$ cat src/rtl/vec3_keyframe_sampler_defines.svh
// Assertion macros shared by the keyframe sampler RTL.
`ifndef VEC3_KEYFRAME_SAMPLER_DEFINES_SVH
`define VEC3_KEYFRAME_SAMPLER_DEFINES_SVH
`ifndef ASSERT_OFF
`define VKFS_ASSERT(lbl, clk, rst_n, prop, msg) \
  lbl: assert property (@(posedge clk) disable iff (!rst_n) (prop)) else $error(msg);
`define VKFS_ASSERT_NORST(lbl, clk, prop, msg) \
  lbl: assert property (@(posedge clk) (prop)) else $error(msg);
`else
`define VKFS_ASSERT(lbl, clk, rst_n, prop, msg)
`define VKFS_ASSERT_NORST(lbl, clk, prop, msg)
`endif
`endif

$ cat src/rtl/vkfs_pkg.sv
// Types, constants and codes of the keyframe sampler.
package vkfs_pkg;

  localparam int MAX_KEYS   = 64;
  localparam int FRAC_BITS  = 16;
  localparam int KEY_AW     = $clog2(MAX_KEYS);
  localparam int CNT_W      = KEY_AW + 1;
  localparam int U_W        = FRAC_BITS + 1;
  localparam int H_W        = FRAC_BITS + 4;
  localparam int M_W        = 64 - FRAC_BITS;
  localparam int SPLIT      = M_W / 2;
  localparam int MUL_W      = 34;
  localparam int PROD_W     = 2 * MUL_W;
  localparam int ACC_W      = 72;
  localparam int DIV_STEPS  = FRAC_BITS + 1;
  localparam int DCNT_W     = $clog2(DIV_STEPS);
  localparam int QDEPTH     = 2;  // power of two
  localparam int CFG_IDX_W  = 1;
  localparam int CFG_DATA_W = 7;

  // configuration register indexes
  localparam logic [CFG_IDX_W-1:0] CFG_INTERP = 1'd0;
  localparam logic [CFG_IDX_W-1:0] CFG_COUNT  = 1'd1;

  typedef enum logic [1:0] {
    MODE_LINEAR  = 2'd0,
    MODE_STEP    = 2'd1,
    MODE_HERMITE = 2'd2,
    MODE_ZERO    = 2'd3
  } interp_mode_e;

  typedef enum logic [1:0] {
    CLS_WRITE,
    CLS_EMPTY,
    CLS_SAMPLE
  } item_cls_e;

  typedef enum logic [3:0] {
    BK_IDLE, BK_FIRST, BK_LAST, BK_SRCH, BK_DIV, BK_MUL, BK_ACC, BK_FIN, BK_OUT
  } back_state_e;

  typedef enum logic [3:0] {
    ST_T2, ST_T3, ST_M0, ST_M1, ST_H00, ST_H01,
    ST_H10L, ST_H10H, ST_H11L, ST_H11H, ST_LIN
  } mac_step_e;

  // one keyframe row; key_time carries the query time for samples
  typedef struct packed {
    logic [31:0]      key_time;
    logic [2:0][31:0] val;
    logic [2:0][31:0] tan_in;
    logic [2:0][31:0] tan_out;
  } key_row_t;

  typedef struct packed {
    item_cls_e  cls;
    logic [5:0] key_index;
    key_row_t   row;
  } q_item_t;

  typedef struct packed {
    interp_mode_e     mode;
    logic [CNT_W-1:0] n_keys;
  } cfg_t;

  // Hermite multiply sequence
  function automatic mac_step_e next_step(mac_step_e s);
    mac_step_e n;
    case (s)
      ST_T2:   n = ST_T3;
      ST_T3:   n = ST_M0;
      ST_M0:   n = ST_M1;
      ST_M1:   n = ST_H00;
      ST_H00:  n = ST_H01;
      ST_H01:  n = ST_H10L;
      ST_H10L: n = ST_H10H;
      ST_H10H: n = ST_H11L;
      ST_H11L: n = ST_H11H;
      default: n = ST_LIN;
    endcase
    return n;
  endfunction

endpackage

$ cat src/rtl/vkfs_fifo.sv
// Short request queue between front and back end.
module vkfs_fifo (
  input  logic              clk_i,
  input  logic              rst_ni,
  input  logic              push_i,
  input  vkfs_pkg::q_item_t item_i,
  output logic              full_o,
  input  logic              pop_i,
  output logic              valid_o,
  output vkfs_pkg::q_item_t item_o
);

  localparam int PW = (vkfs_pkg::QDEPTH > 1) ? $clog2(vkfs_pkg::QDEPTH) : 1;
  localparam int CW = $clog2(vkfs_pkg::QDEPTH + 1);

  vkfs_pkg::q_item_t      mem_q [vkfs_pkg::QDEPTH];
  logic [PW-1:0]          wr_q, wr_d, rd_q, rd_d;
  logic [CW-1:0]          cnt_q, cnt_d;
  logic                   do_push, do_pop;

  assign full_o  = (cnt_q == CW'(vkfs_pkg::QDEPTH));
  assign valid_o = (cnt_q != '0);
  assign item_o  = mem_q[rd_q];
  assign do_push = push_i && !full_o;
  assign do_pop  = pop_i && valid_o;

  // pointers and fill level
  always_comb begin
    wr_d  = do_push ? wr_q + PW'(1) : wr_q;
    rd_d  = do_pop ? rd_q + PW'(1) : rd_q;
    cnt_d = cnt_q + CW'(do_push) - CW'(do_pop);
  end

  always_ff @(posedge clk_i or negedge rst_ni) begin
    if (!rst_ni) begin
      wr_q  <= '0;
      rd_q  <= '0;
      cnt_q <= '0;
    end else begin
      wr_q  <= wr_d;
      rd_q  <= rd_d;
      cnt_q <= cnt_d;
    end
  end

  // entry storage
  always_ff @(posedge clk_i) begin
    if (do_push) begin
      mem_q[wr_q] <= item_i;
    end
  end

endmodule

$ cat config.mk
export PLATFORM = sky130hd
export DESIGN_NAME = vkfs_fifo
export DESIGN_NICKNAME = d
export VERILOG_FILES = /design/src/rtl/vec3_keyframe_sampler_defines.svh /design/src/rtl/vkfs_pkg.sv /design/src/rtl/vkfs_fifo.sv
export SDC_FILE = /design/constraint.sdc
export NUM_CORES = 1
export LEC_CHECK = 0
export BUFFER_PORTS_ARGS = -buffer_cell sky130_fd_sc_hd__buf_2
export CORE_AREA = 2 2 257 259
export DETAILED_ROUTE_END_ITERATION = 12
export DIE_AREA = 0 0 259 261
export PLACE_DENSITY_LB_ADDON = 0.25
export SLEW_MARGIN = 10
export SYNTH_ARGS = -nofsm -noshare
export SYNTH_HDL_FRONTEND = slang
export SYNTH_SLANG_ARGS = --single-unit
$ cat constraint.sdc
create_clock -name clk_i -period 17.1 [get_ports clk_i]
set_clock_uncertainty 0.2 [all_clocks]
set_input_delay 1.71 -clock clk_i [delete_from_list [all_inputs] [get_ports clk_i]]
set_output_delay 1.71 -clock clk_i [all_outputs]
set_load 0.005 [all_outputs]
# == Word-level counts from Yosys, hierarchy flattened ==
# Memory sizes are Yosys's and may differ from the RTL's.
# Cells that the tools add are included.
# totals
register_bits,4
latchBits,0
ramBits,656
romBits,0
inputBits,332
wordCells,15
n_memories,1
# op_classes
addsub,4
mul,0
div,0
magnitude_cmp,0
n_eq_ne,1
n_shift,0
muxes,2
bitwise,0
reduce_logical,4
# memory_table
name,depth,word_bits,read_ports,rd_ports_with_merged_regs,wr,line_no,rtl
mem_q,2,328,1,0,1,vkfs_fifo.sv:16,vkfs_pkg::q_item_t mem_q [vkfs_pkg::QDEPTH];
# ops
cell,count
$add 1x1->1 const B,2
$add 2x1->2,1
$eq 2x2->1 const B,1
$logic_and 1x1->1,2
$mux 1,2
$reduce_bool 2->1,1
$sub 2x1->2,1
$logic_not 1->1,1

# == Longest topological paths before layout ==
# depth
word_depth,5
depth_mapped,7
depth_no_buf,7

# == Worst setup path before layout ==
# Ideal clock, no wire load.
# synth_path
path_kind,input-to-reg
from,input push_i
to,"memory mem_q[0][0] (netlist bit), enable pin"
arrival_time_ns,15.381
required_ns,15.876
slack_ns,0.495
path_stages,2
n_path_buf,0
path_cell_list,nand2_1 nor2_1
# synth_via
elab_chain_cells,3
# synth_rtl
item,line_no,rtl
from (decl),vkfs_fifo.sv:5,"input logic push_i,"
$logic_and 1x1->1,vkfs_fifo.sv:24,assign do_push = push_i && !full_o;
$mux 1,vkfs_fifo.sv:48,if (do_push) begin
$mux 1 (not written as such),vkfs_fifo.sv:49,mem_q[wr_q] <= item_i;
to (decl),vkfs_fifo.sv:16,
# Every way passes these cells.

==> results.yml <==
cells_and_area:
  drive_gt1_frac: 0.610
  design_area_sq_um: 31400
  nNetsFinal: 2086
  area_growth_pct: 23.6
floorplan:
  io_pins: 662
  start_util: 0.391
  die_x_microns: 259
  core-area_sq_um: 65000
  die_y_microns: 261
  die_area_sq_um: 67600
  rows: 94
synthesis:
  synth-seq-cells: 660
  synthesis.nets: 1373
  syn_area_per_cell_sq_um: 24.5
  synth_top_area_cell: "edfxtp_1"
  synth.top_cell.area_share: 0.775
  synthDistinctLibCells: 18
  synth_area_leaders: "edfxtp_1, mux2_4, buf_12"
  ys_warn_count: 0
  syn_area_sq_um: 25400
  ys_seq_area_frac: 0.778
  synth_cells: 1039
timing:
  slew_headroom: 0.222
  rsz0062_at_grt: "false"
  post-route-min-period_ns: 6.72
  fin_crit_sh: 0.393
  drv_slew: 0
  setup-tns-final_ns: 0
  hold_violations: 0
  worstMarginPinSlew_ns: 1.17
  setup_viol: 0
  max_freq_mhz: 149
pwr:
  power_switching_w: 0.00149
  internal-power_w: 0.00385
  ir_drop_mv: 0.101
  power_frac_comb: 0.299
  clkPwrFrac: 0.261
  swShare: 0.280
  pwr-share-seq: 0.440
  power.leakage_nw: 12.5
  p_per_area_nw_per_um2: 170
setup_path:
  path_class: "reg2out"
  cp_max_fo: 67
  worstPathRequired_ns: 15.19
  critical_path.slowest_cell: "dfrtp_4"
  cp_common_cell: "buf_4"
  crit_chain: "buf_4, buf_4, buf_4, mux2_4, buf_2"
  r2r_slack_ns: 12.48
  crit_path_end_kind: "primary output"
  arrival_ns: 4.81
  startpoint_type: "flip-flop"
  cpPeakStageDelay_ns: 1.18
global_route:
  busiest_layer: "met2"
  grt_pass1_wl_microns: 79100
  grt_start_max_net_pins: 83
  overflow: 0
  grt_usage: 0.160
  use_met1: 0.167
  use_met3: 0.0572
  antenna_found_initial: 31
  grtUsageMet2: 0.281
  grt_pass1_vias: 12800
routing:
  ant_nets: 0
  drcViolationCount: 0
  viasPerCell: 4.56
  drtPass1Iterations: 6
  vias: 12300
  dr.first_iter.drc_count: 654
  routedWlPerCell_microns: 21.3
  drt_wl_total_microns: 57100
clock_network:
  cts_buffers: 72
  ctsHtreeMaxLevel: 3
  ctsLongestPathBuffers: 3
  postCtsHoldBufs: 0
  insertion_delay_ns: 0.60
  cts.repair.resized: 0
  cts_tree: "yes"
  clock-root-buffer: "clkbuf_16"
  numClockSinks: 660
  cts_setup_buffers: 0
  clk_pin_slew_worst_paths_ns: 0.06
place:
  portBuffers: 661
  place_congestion: 0.878
  dpl.hpwl_microns: 40500
  dpl_cell_area_sq_um: 29200
min_path:
  hp-class: "reg2reg"
status:
  status: "finished, final reports clean"
job:
  max_cap_violations: 0
==> Yosys cell counts <==
master / count
nand2b_1: 1
or2_2: 1
nand2_1: 1
inv_1: 2
xor2_1: 1
mux2_2: 25
xnor2_1: 3
ha_1: 2
nor2_1: 1
buf_2: 1
and3_1: 1
buf_6: 2
mux2_4: 303
buf_8: 1
edfxtp_1: 656
and2_1: 1
buf_12: 33
dfrtp_1: 4
==> placed cells by master (no fill, tap or decap), types with 4 or more instances in the layout <==
cell type	Yosys	final
clkinv_2	0	6
mux2_2	25	25
mux2_4	303	303
diode_2	0	22
clkbuf_1	0	14
clkinvlp_4	0	4
inv_6	0	5
clkbuf_16	0	72
clkinv_1	0	18
buf_4	0	15
buf_2	1	661
edfxtp_1	656	656
==> cell type report <==
type | count | area (sq um)
Antenna cell | 22 | 55.1
Clock buffer | 86 | 1850
Clock inverter | 37 | 282
Fill cell | 5509 | 33600
Inverter | 2 | 7.51
Multi-Input combinational cell | 340 | 4940
Sequential cell | 660 | 19800
Tap cell | 864 | 1080
Timing Repair Buffer | 676 | 3420
==> registers in the layout, indices dropped and copies added (netlist names) <==
register  flops
wr_q          1
mem_q       656
rd_q          1
cnt_q         2
==> routing by layer <==
metal	vias up	part of all wire
li1	5608	-
met1	6058	0.35
met2	454	0.53
met3	117	0.084
met4	16	0.035
met5	-	0.0018
==> worst paths after layout <==
check	from	end	cells past startpoint
max	rd_q$_DFFE_PN0P_	item_o[270]	5
min	cnt_q[1]$_DFF_PN0_	cnt_q[1]$_DFF_PN0_	1
max reg2reg	cnt_q[1]$_DFF_PN0_	mem_q[1][238]$_DFFE_PP_	5
min reg2reg	cnt_q[1]$_DFF_PN0_	cnt_q[1]$_DFF_PN0_	1
max in group asynchronous	rst_ni	rd_q$_DFFE_PN0P_	1
min in group asynchronous	rst_ni	rd_q$_DFFE_PN0P_	1
==> critical path: cells and delay by family (launching register included) <==
kind / cells / cell delay, ns
flops: 1 / 1.18
mux: 1 / 0.35
buf+inv: 4 / 2.52
==> stage by stage <==
step / hold WS (ns) / util / instances / total power (W) / setup slack [ns]
6_report: 0.308 / 0.483 / 2687 / 0.00535 / 10.38
5_1_grt: 0.330 / 0.483 / 2682 / 0.00560 / 10.12
4_1_cts: 0.310 / 0.483 / 2665 / 0.00543 / 10.29
3_5_place_dp: 0.296 / 0.450 / 2542 / 0.00402 / 10.95
3_3_place_gp: 0.281 / 0.450 / 2542 / 0.00399 / 11.03
2_1_floorplan: 0.260 / - / 1039 / 0.00369 / 0.495
==> power groups by stage <==
stage          combinational [W]  clock [W]  sequential (W)
2_1_floorplan            0.00120          0         0.00249
3_3_place_gp             0.00162          0         0.00238
3_5_place_dp             0.00163          0         0.00239
4_1_cts                  0.00164    0.00144         0.00236
5_1_grt                  0.00172    0.00150         0.00238
6_report                 0.00160    0.00140         0.00235
==> cells by family after synthesis <==
kind of cell / after synthesis / share of synthesized area
muxes: 328 / 0.190
and+or+nand+nor: 6 / 0.00128
adders and majority gates: 2 / 0.000984
buffers and inverters: 39 / 0.0279
xor gates and xnor gates: 4 / 0.00138
DFF: 660 / 0.778
Note: power is estimated with default switching activity, not from simulation.
