==> src/rtl/vec3_keyframe_sampler_defines.svh <==
// Assertion macros shared by the keyframe sampler RTL.
`ifndef VEC3_KEYFRAME_SAMPLER_DEFINES_SVH
`define VEC3_KEYFRAME_SAMPLER_DEFINES_SVH
`ifndef ASSERT_OFF
`define VKFS_ASSERT(lbl, clk, rst_n, prop, msg) \
  lbl: assert property (@(posedge clk) disable iff (!rst_n) (prop)) else $error(msg);
`define VKFS_ASSERT_NORST(lbl, clk, prop, msg) \
  lbl: assert property (@(posedge clk) (prop)) else $error(msg);
`else
`define VKFS_ASSERT(lbl, clk, rst_n, prop, msg)
`define VKFS_ASSERT_NORST(lbl, clk, prop, msg)
`endif
`endif

==> src/rtl/vkfs_pkg.sv <==
// Types, constants and codes of the keyframe sampler.
package vkfs_pkg;

  localparam int MAX_KEYS   = 64;
  localparam int FRAC_BITS  = 16;
  localparam int KEY_AW     = $clog2(MAX_KEYS);
  localparam int CNT_W      = KEY_AW + 1;
  localparam int U_W        = FRAC_BITS + 1;
  localparam int H_W        = FRAC_BITS + 4;
  localparam int M_W        = 64 - FRAC_BITS;
  localparam int SPLIT      = M_W / 2;
  localparam int MUL_W      = 34;
  localparam int PROD_W     = 2 * MUL_W;
  localparam int ACC_W      = 72;
  localparam int DIV_STEPS  = FRAC_BITS + 1;
  localparam int DCNT_W     = $clog2(DIV_STEPS);
  localparam int QDEPTH     = 2;  // power of two
  localparam int CFG_IDX_W  = 1;
  localparam int CFG_DATA_W = 7;

  // configuration register indexes
  localparam logic [CFG_IDX_W-1:0] CFG_INTERP = 1'd0;
  localparam logic [CFG_IDX_W-1:0] CFG_COUNT  = 1'd1;

  typedef enum logic [1:0] {
    MODE_LINEAR  = 2'd0,
    MODE_STEP    = 2'd1,
    MODE_HERMITE = 2'd2,
    MODE_ZERO    = 2'd3
  } interp_mode_e;

  typedef enum logic [1:0] {
    CLS_WRITE,
    CLS_EMPTY,
    CLS_SAMPLE
  } item_cls_e;

  typedef enum logic [3:0] {
    BK_IDLE, BK_FIRST, BK_LAST, BK_SRCH, BK_DIV, BK_MUL, BK_ACC, BK_FIN, BK_OUT
  } back_state_e;

  typedef enum logic [3:0] {
    ST_T2, ST_T3, ST_M0, ST_M1, ST_H00, ST_H01,
    ST_H10L, ST_H10H, ST_H11L, ST_H11H, ST_LIN
  } mac_step_e;

  // one keyframe row; key_time carries the query time for samples
  typedef struct packed {
    logic [31:0]      key_time;
    logic [2:0][31:0] val;
    logic [2:0][31:0] tan_in;
    logic [2:0][31:0] tan_out;
  } key_row_t;

  typedef struct packed {
    item_cls_e  cls;
    logic [5:0] key_index;
    key_row_t   row;
  } q_item_t;

  typedef struct packed {
    interp_mode_e     mode;
    logic [CNT_W-1:0] n_keys;
  } cfg_t;

  // Hermite multiply sequence
  function automatic mac_step_e next_step(mac_step_e s);
    mac_step_e n;
    case (s)
      ST_T2:   n = ST_T3;
      ST_T3:   n = ST_M0;
      ST_M0:   n = ST_M1;
      ST_M1:   n = ST_H00;
      ST_H00:  n = ST_H01;
      ST_H01:  n = ST_H10L;
      ST_H10L: n = ST_H10H;
      ST_H10H: n = ST_H11L;
      ST_H11L: n = ST_H11H;
      default: n = ST_LIN;
    endcase
    return n;
  endfunction

endpackage

==> src/rtl/vkfs_front.sv <==
// Front end: configuration registers, request classification, queue push.
module vkfs_front (
  input  logic                                 clk_i,
  input  logic                                 rst_ni,
  input  logic                                 cfg_we_i,
  input  logic [vkfs_pkg::CFG_IDX_W-1:0]       cfg_index_i,
  input  logic [vkfs_pkg::CFG_DATA_W-1:0]      cfg_data_i,
  input  logic                                 in_valid_i,
  input  logic                                 operation_i,
  input  logic [5:0]                           key_index_i,
  input  logic [31:0]                          time_value_i,
  input  logic signed [31:0]                   value_x_i,
  input  logic signed [31:0]                   value_y_i,
  input  logic signed [31:0]                   value_z_i,
  input  logic signed [31:0]                   tan_in_x_i,
  input  logic signed [31:0]                   tan_in_y_i,
  input  logic signed [31:0]                   tan_in_z_i,
  input  logic signed [31:0]                   tan_out_x_i,
  input  logic signed [31:0]                   tan_out_y_i,
  input  logic signed [31:0]                   tan_out_z_i,
  input  logic                                 q_full_i,
  output logic                                 in_stall_o,
  output logic                                 q_push_o,
  output vkfs_pkg::q_item_t                    q_item_o,
  output vkfs_pkg::cfg_t                       cfg_o
);

  vkfs_pkg::interp_mode_e mode_q;
  logic [6:0]             count_q;
  logic [vkfs_pkg::CNT_W-1:0] n_keys;

  // configuration registers
  always_ff @(posedge clk_i or negedge rst_ni) begin
    if (!rst_ni) begin
      mode_q  <= vkfs_pkg::MODE_LINEAR;
      count_q <= '0;
    end else if (cfg_we_i) begin
      case (cfg_index_i)
        vkfs_pkg::CFG_INTERP: mode_q  <= vkfs_pkg::interp_mode_e'(cfg_data_i[1:0]);
        vkfs_pkg::CFG_COUNT:  count_q <= cfg_data_i[6:0];
        default: ;
      endcase
    end
  end

  // clamp key count to table size
  always_comb begin
    if (int'(count_q) > vkfs_pkg::MAX_KEYS) begin
      n_keys = vkfs_pkg::CNT_W'(vkfs_pkg::MAX_KEYS);
    end else begin
      n_keys = vkfs_pkg::CNT_W'(count_q);
    end
  end

  assign cfg_o.mode   = mode_q;
  assign cfg_o.n_keys = n_keys;

  // classify and pack the request
  always_comb begin
    q_item_o.key_index        = key_index_i;
    q_item_o.row.key_time     = time_value_i;
    q_item_o.row.val[0]       = value_x_i;
    q_item_o.row.val[1]       = value_y_i;
    q_item_o.row.val[2]       = value_z_i;
    q_item_o.row.tan_in[0]    = tan_in_x_i;
    q_item_o.row.tan_in[1]    = tan_in_y_i;
    q_item_o.row.tan_in[2]    = tan_in_z_i;
    q_item_o.row.tan_out[0]   = tan_out_x_i;
    q_item_o.row.tan_out[1]   = tan_out_y_i;
    q_item_o.row.tan_out[2]   = tan_out_z_i;
    if (!operation_i) begin
      q_item_o.cls = vkfs_pkg::CLS_WRITE;
    end else if (n_keys == '0) begin
      q_item_o.cls = vkfs_pkg::CLS_EMPTY;
    end else begin
      q_item_o.cls = vkfs_pkg::CLS_SAMPLE;
    end
  end

  assign in_stall_o = q_full_i;
  assign q_push_o   = in_valid_i && !q_full_i;

endmodule

==> config.mk <==
export PLATFORM = sky130hd
export DESIGN_NAME = vkfs_front
export DESIGN_NICKNAME = d
export VERILOG_FILES = /design/src/rtl/vec3_keyframe_sampler_defines.svh /design/src/rtl/vkfs_pkg.sv /design/src/rtl/vkfs_front.sv
export SDC_FILE = /design/constraint.sdc
export NUM_CORES = 1
export LEC_CHECK = 0
export BUFFER_PORTS_ARGS = -buffer_cell sky130_fd_sc_hd__buf_2
export CORE_AREA = 10 10 259 261
export CTS_BUF_LIST = sky130_fd_sc_hd__clkbuf_4 sky130_fd_sc_hd__clkbuf_8 sky130_fd_sc_hd__clkbuf_16
export CTS_CLUSTER_SIZE = 10
export DETAILED_ROUTE_END_ITERATION = 6
export DIE_AREA = 0 0 269 271
export HOLD_SLACK_MARGIN = 0.03
export PLACE_DENSITY = 0.3
export SYNTH_ARGS = -nofsm -noshare
export SYNTH_HDL_FRONTEND = slang
export SYNTH_SLANG_ARGS = --single-unit
==> constraint.sdc <==
create_clock -name clk_i -period 1.6 [get_ports clk_i]
set_input_delay 0.24 -clock clk_i [delete_from_list [all_inputs] [get_ports clk_i]]
set_output_delay 0.24 -clock clk_i [all_outputs]
set_load 0.05 [all_outputs]
# Yosys cells after proc, flatten, opt, wreduce, memory -nomap -nowiden
# Index checks and enable logic that the tools add are counted.
[op_classes]
magnitude_cmp = 1
n_mux = 3
bitwise_logic = 1
reduce_logical = 5
[op_table]
columns = ["op", "count"]
rows = [
  ["> comparator 7 bit (second input constant)", 1],
  ["zero test 7 bit", 1],
  ["2-to-1 mux 7 bit", 1],
  ["2-to-1 mux 2 bit", 2],
  ["AND reduction 2 bit", 2],
  ["logical AND 1 bit", 1],
  ["zero test 1 bit", 1],
  ["inverter 1 bit", 1],
]
[totals]
register_bits = 9
input_bits = 340
output_inout_bits = 339
elab_cells = 12

# Depth between registers and ports, before layout
[depth]
ltp_word = 5
depth_mapped = 2

# Worst setup path after synthesis
# OpenSTA, ideal clock, no wires.
[synth_path]
path_type = "reg-to-output"
from = "register count_q[6]"
to = "output port q_item_o[327] (netlist name)"
t_arrival_ps = 1222
required_ps = 1360
slack_ps = 138
path_stages_with_launch = 3
path_cell_list = "dfrtp_1 > nor4_2 > a21boi_1"
[synth_rtl]
columns = ["item", "line", "text"]
rows = [
  ["from (decl)", "vkfs_front.sv:29", "logic [6:0] count_q;"],
  ["from (signal assigned)", "vkfs_front.sv:40", "vkfs_pkg::CFG_COUNT: count_q <= cfg_data_i[6:0];"],
  ["to (decl)", "vkfs_front.sv:24", "output vkfs_pkg::q_item_t q_item_o,"],
]

==> insert_results.sql <==
INSERT INTO impl_metrics (metric_group, metric, value, unit) VALUES
('timing', 'timing.final.crit_period', '1.55', 'ns'),
('synth', 'netlist_instances', '359', ''),
('synth', 'synthesized_nets', '699', ''),
('routing', 'drtPass1Iterations', '2', ''),
('routing', 'overall_routed_net_length', '11000', 'um'),
('global_routing', 'vias_in_the_first_global_route', '1226', ''),
('critical_path', 'worstPathCellList', 'nor4_4 > and3_1 > buf_6', ''),
('global_routing', 'grt_max_degree', '10', ''),
('power', 'power.switching', '0.355', 'mW'),
('placed_design', 'place.detailed.hpwl', '9400', 'um'),
('synth', 'synth_seq_cells', '9', ''),
('timing', 'maxClockFrequency', '0.645', 'GHz'),
('timing', 'final-max-slew-violation-count', '0', ''),
('floorplanning', 'vertical_die_dimension', '271', 'um'),
('synth', 'synth_area', '0.00292', 'mm2'),
('timing', 'fin_worst_skew', '0', 'ns'),
('critical_path', 'critical-path-slowest-cell', 'sky130_fd_sc_hd__dfrtp_1', ''),
('critical_path', 'timing.critical_path.slowest_cell_delay', '0.40', 'ns'),
('synth', 'dominant_combinational_cell_family_by_area_after_synthesis', 'buffers and inverters', ''),
('synth', 'synth.yosys.seq_area_share', '7.71', '%'),
('timing', 'finalHoldViolCount', '0', ''),
('placed_design', 'placed_cell_area', '0.00165', 'mm2'),
('floorplanning', 'ios', '679', ''),
('finish', 'area_of_all_placed_cells_without_fillers', '0.00177', 'mm2'),
('critical_path', 'cp_data_arrival_time', '1.31', 'ns'),
('routing', 'route.detailed.vias_per_inst', '1.09', ''),
('critical_path', 'path_max_fanout', '2', ''),
('power', 'leakagePower', '0.401', 'nW'),
('timing', 'finalSetupViolCount', '0', ''),
('power', 'power_switching_share', '33.2', '%'),
('finish', 'fin_nets', '406', ''),
('global_routing', 'gr-max-usage-layer', 'met4', ''),
('critical_path', 'worst-setup-path-type', 'reg -> out', ''),
('routing', 'wl_per_cell', '12.2', 'um'),
('finish', 'antennaDiodeCount', '0', ''),
('power', 'seq_power_share', '27.5', '%'),
('clock_network', 'ctsLongestPathBuffers', '2', ''),
('timing', 'worst-slew-pin-transition', '0.265', 'ns'),
('global_routing', 'grt_first_pass_wirelength', '12600', 'um'),
('synth', 'synth-simple-area-share', '3.51', '%'),
('routing', 'antenna_left', '0', ''),
('power', 'power.share.combinational', '30.4', '%'),
('global_routing', 'globalRouteMet2Util', '2.64', '%'),
('timing', 'fin_crit_sh', '96.9', '%'),
('synth', 'synth.yosys.warnings', '0', ''),
('clock_network', 'cts_num_sinks', '9', ''),
('synth', 'syn_area_per_cell', '8.14', 'um2'),
('power', 'internal-power', '0.714', 'mW'),
('global_routing', 'grt-ovfl-total', '0', ''),
('critical_path', 'worst_reg_to_reg_setup_slack', '0.65', 'ns'),
('clock_network', 'numCtsBuffers', '3', ''),
('flow_run', 'number_of_max_cap_violations', '0', ''),
('power', 'vdd_drop_max', '0.529', 'mV'),
('global_routing', 'met1_usage', '1.54', '%'),
('routing', 'drtIter0Drc', '19', ''),
('synth', 'synth_cell_type_count', '13', ''),
('clock_network', 'root_buffer_master', 'sky130_fd_sc_hd__clkbuf_16', ''),
('critical_path', 'worst_setup_path_end_kind', 'output pin', ''),
('floorplanning', 'rows', '91', ''),
('floorplanning', 'core_region_area', '0.0616', 'mm2'),
('clock_network', 'clk_slew_on_worst_s_h_paths', '0.04', 'ns'),
('routing', 'dr_total_vias', '979', ''),
('timing', 'grt_setup_unrepaired', 'false', ''),
('finish', 'layout-area-overhead-vs-synth', '-39.5', '%'),
('timing', 'max_slew_margin', '82.5', '%'),
('placed_design', 'finalWeightedCongestion', '0.590', ''),
('critical_path', 'critPathLaunchType', 'flop', ''),
('outcome', 'run_status', 'completed', ''),
('timing', 'timing.setup.tns', '0', 'ns'),
('placed_design', 'io_buffers', '26', ''),
('power', 'cellPowerDensity', '604', 'mW/mm2');
==> cells in the mapped netlist <==
| cell | n | area share [%] |
|---|---|---|
| sky130_fd_sc_hd__nand2_4 | 1 | 0.39 |
| sky130_fd_sc_hd__nor3_1 | 1 | 0.17 |
| sky130_fd_sc_hd__a21boi_1 | 1 | 0.26 |
| sky130_fd_sc_hd__nor2b_1 | 1 | 0.21 |
| sky130_fd_sc_hd__mux2_4 | 7 | 3.6 |
| sky130_fd_sc_hd__nor2b_2 | 1 | 0.30 |
| sky130_fd_sc_hd__buf_4 | 327 | 84 |
| sky130_fd_sc_hd__and2b_2 | 6 | 1.8 |
| sky130_fd_sc_hd__and3_1 | 1 | 0.21 |
| sky130_fd_sc_hd__nor4_2 | 1 | 0.43 |
| sky130_fd_sc_hd__mux2_1 | 2 | 0.77 |
| sky130_fd_sc_hd__clkbuf_1 | 1 | 0.13 |
| sky130_fd_sc_hd__dfrtp_1 | 9 | 7.7 |
==> state kept, by name, indices dropped and copies added (netlist names) <==
register	cells
count_q	7
mode_q	2
==> cells by family after synthesis <==
family / Yosys count
mux: 9
compound gates: 1
flops: 9
buf+inv: 328
simple gates: 12
==> layer usage <==
layer  routed length, um  part of all wire, %
met1                2170                   20
met2                3540                   32
met3                3260                   30
met4                2060                   19
met5                   0                    0
==> through the flow <==
stage / setup slack, ns / util (%) / power [mW] / instances / hold slack [ns]
after floorplan: 0.138 / - / 2.71 / 359 / -0.0556
after global placement: 0.164 / 2.68 / 0.608 / 895 / 0.119
after detailed placement: 0.158 / 2.68 / 0.607 / 895 / 0.119
after CTS: 0.00321 / 2.86 / 1.08 / 901 / 0.237
after global routing: 0.0000161 / 2.87 / 1.12 / 902 / 0.240
final: 0.0493 / 2.87 / 1.07 / 902 / 0.237
==> worst max-delay path: cells and delay by family, from the launching register on <==
| kind | cells | cell delay [ns] |
|---|---|---|
| simple gates | 2 | 0.51 |
| flops | 1 | 0.40 |
| buf+inv | 1 | 0.16 |
==> repair_timing <==
item / in CTS / in global routing
resized for setup: 3 / 0
setup buffers: 1 / 1
pin swaps: 2 / 2
endpoints found under the hold margin: 9 / 0
hold buffers: 1 / 0
endpoints found under the setup margin: 1 / 1
==> power groups by stage <==
stage	Combinational [mW]	Clock [mW]	Sequential [mW]
after global routing	0.345	0.472	0.299
after global placement	0.317	0	0.291
after floorplan	2.40	0	0.315
after detailed placement	0.316	0	0.291
final	0.325	0.450	0.294
after CTS	0.326	0.459	0.295
==> cell type report <==
type / instances / area [um2]
clock buffer: 3 / 75.1
clock inverter: 1 / 5.00
fill: 7361 / 59800
multi-input combinational: 22 / 246
sequential: 9 / 225
tap: 837 / 1050
timing repair buffer: 30 / 169
==> cells in the final DEF, fill, tap and decap left out <==
master                          netlist  routed
sky130_fd_sc_hd__a21boi_1             1       1
sky130_fd_sc_hd__and2b_2              6       6
sky130_fd_sc_hd__and3_1               1       1
sky130_fd_sc_hd__buf_2                0      25
sky130_fd_sc_hd__buf_4              327       3
sky130_fd_sc_hd__buf_6                0       1
sky130_fd_sc_hd__clkbuf_16            0       3
sky130_fd_sc_hd__clkinv_2             0       1
sky130_fd_sc_hd__dfrtp_1              9       9
sky130_fd_sc_hd__dlygate4sd3_1        0       1
sky130_fd_sc_hd__mux2_1               2       2
sky130_fd_sc_hd__mux2_4               7       7
sky130_fd_sc_hd__nand2_4              1       1
sky130_fd_sc_hd__nor2b_1              1       1
sky130_fd_sc_hd__nor2b_2              1       1
sky130_fd_sc_hd__nor3_1               1       1
sky130_fd_sc_hd__nor4_4               0       1
==> path summary, 6_finish.rpt <==
path                               startpoint            end  depth (start not counted)
worst max-delay path               count_q[4]  q_item_o[326]                          3
worst min-delay path            cfg_data_i[5]     count_q[5]                          2
worst max register to register     count_q[6]     count_q[6]                          2
worst min register to register      mode_q[0]      mode_q[0]                          1
max in group asynchronous              rst_ni      mode_q[1]                          2
min in group asynchronous              rst_ni     count_q[6]                          2
No activity file was read; power rests on OpenSTA's default activity.
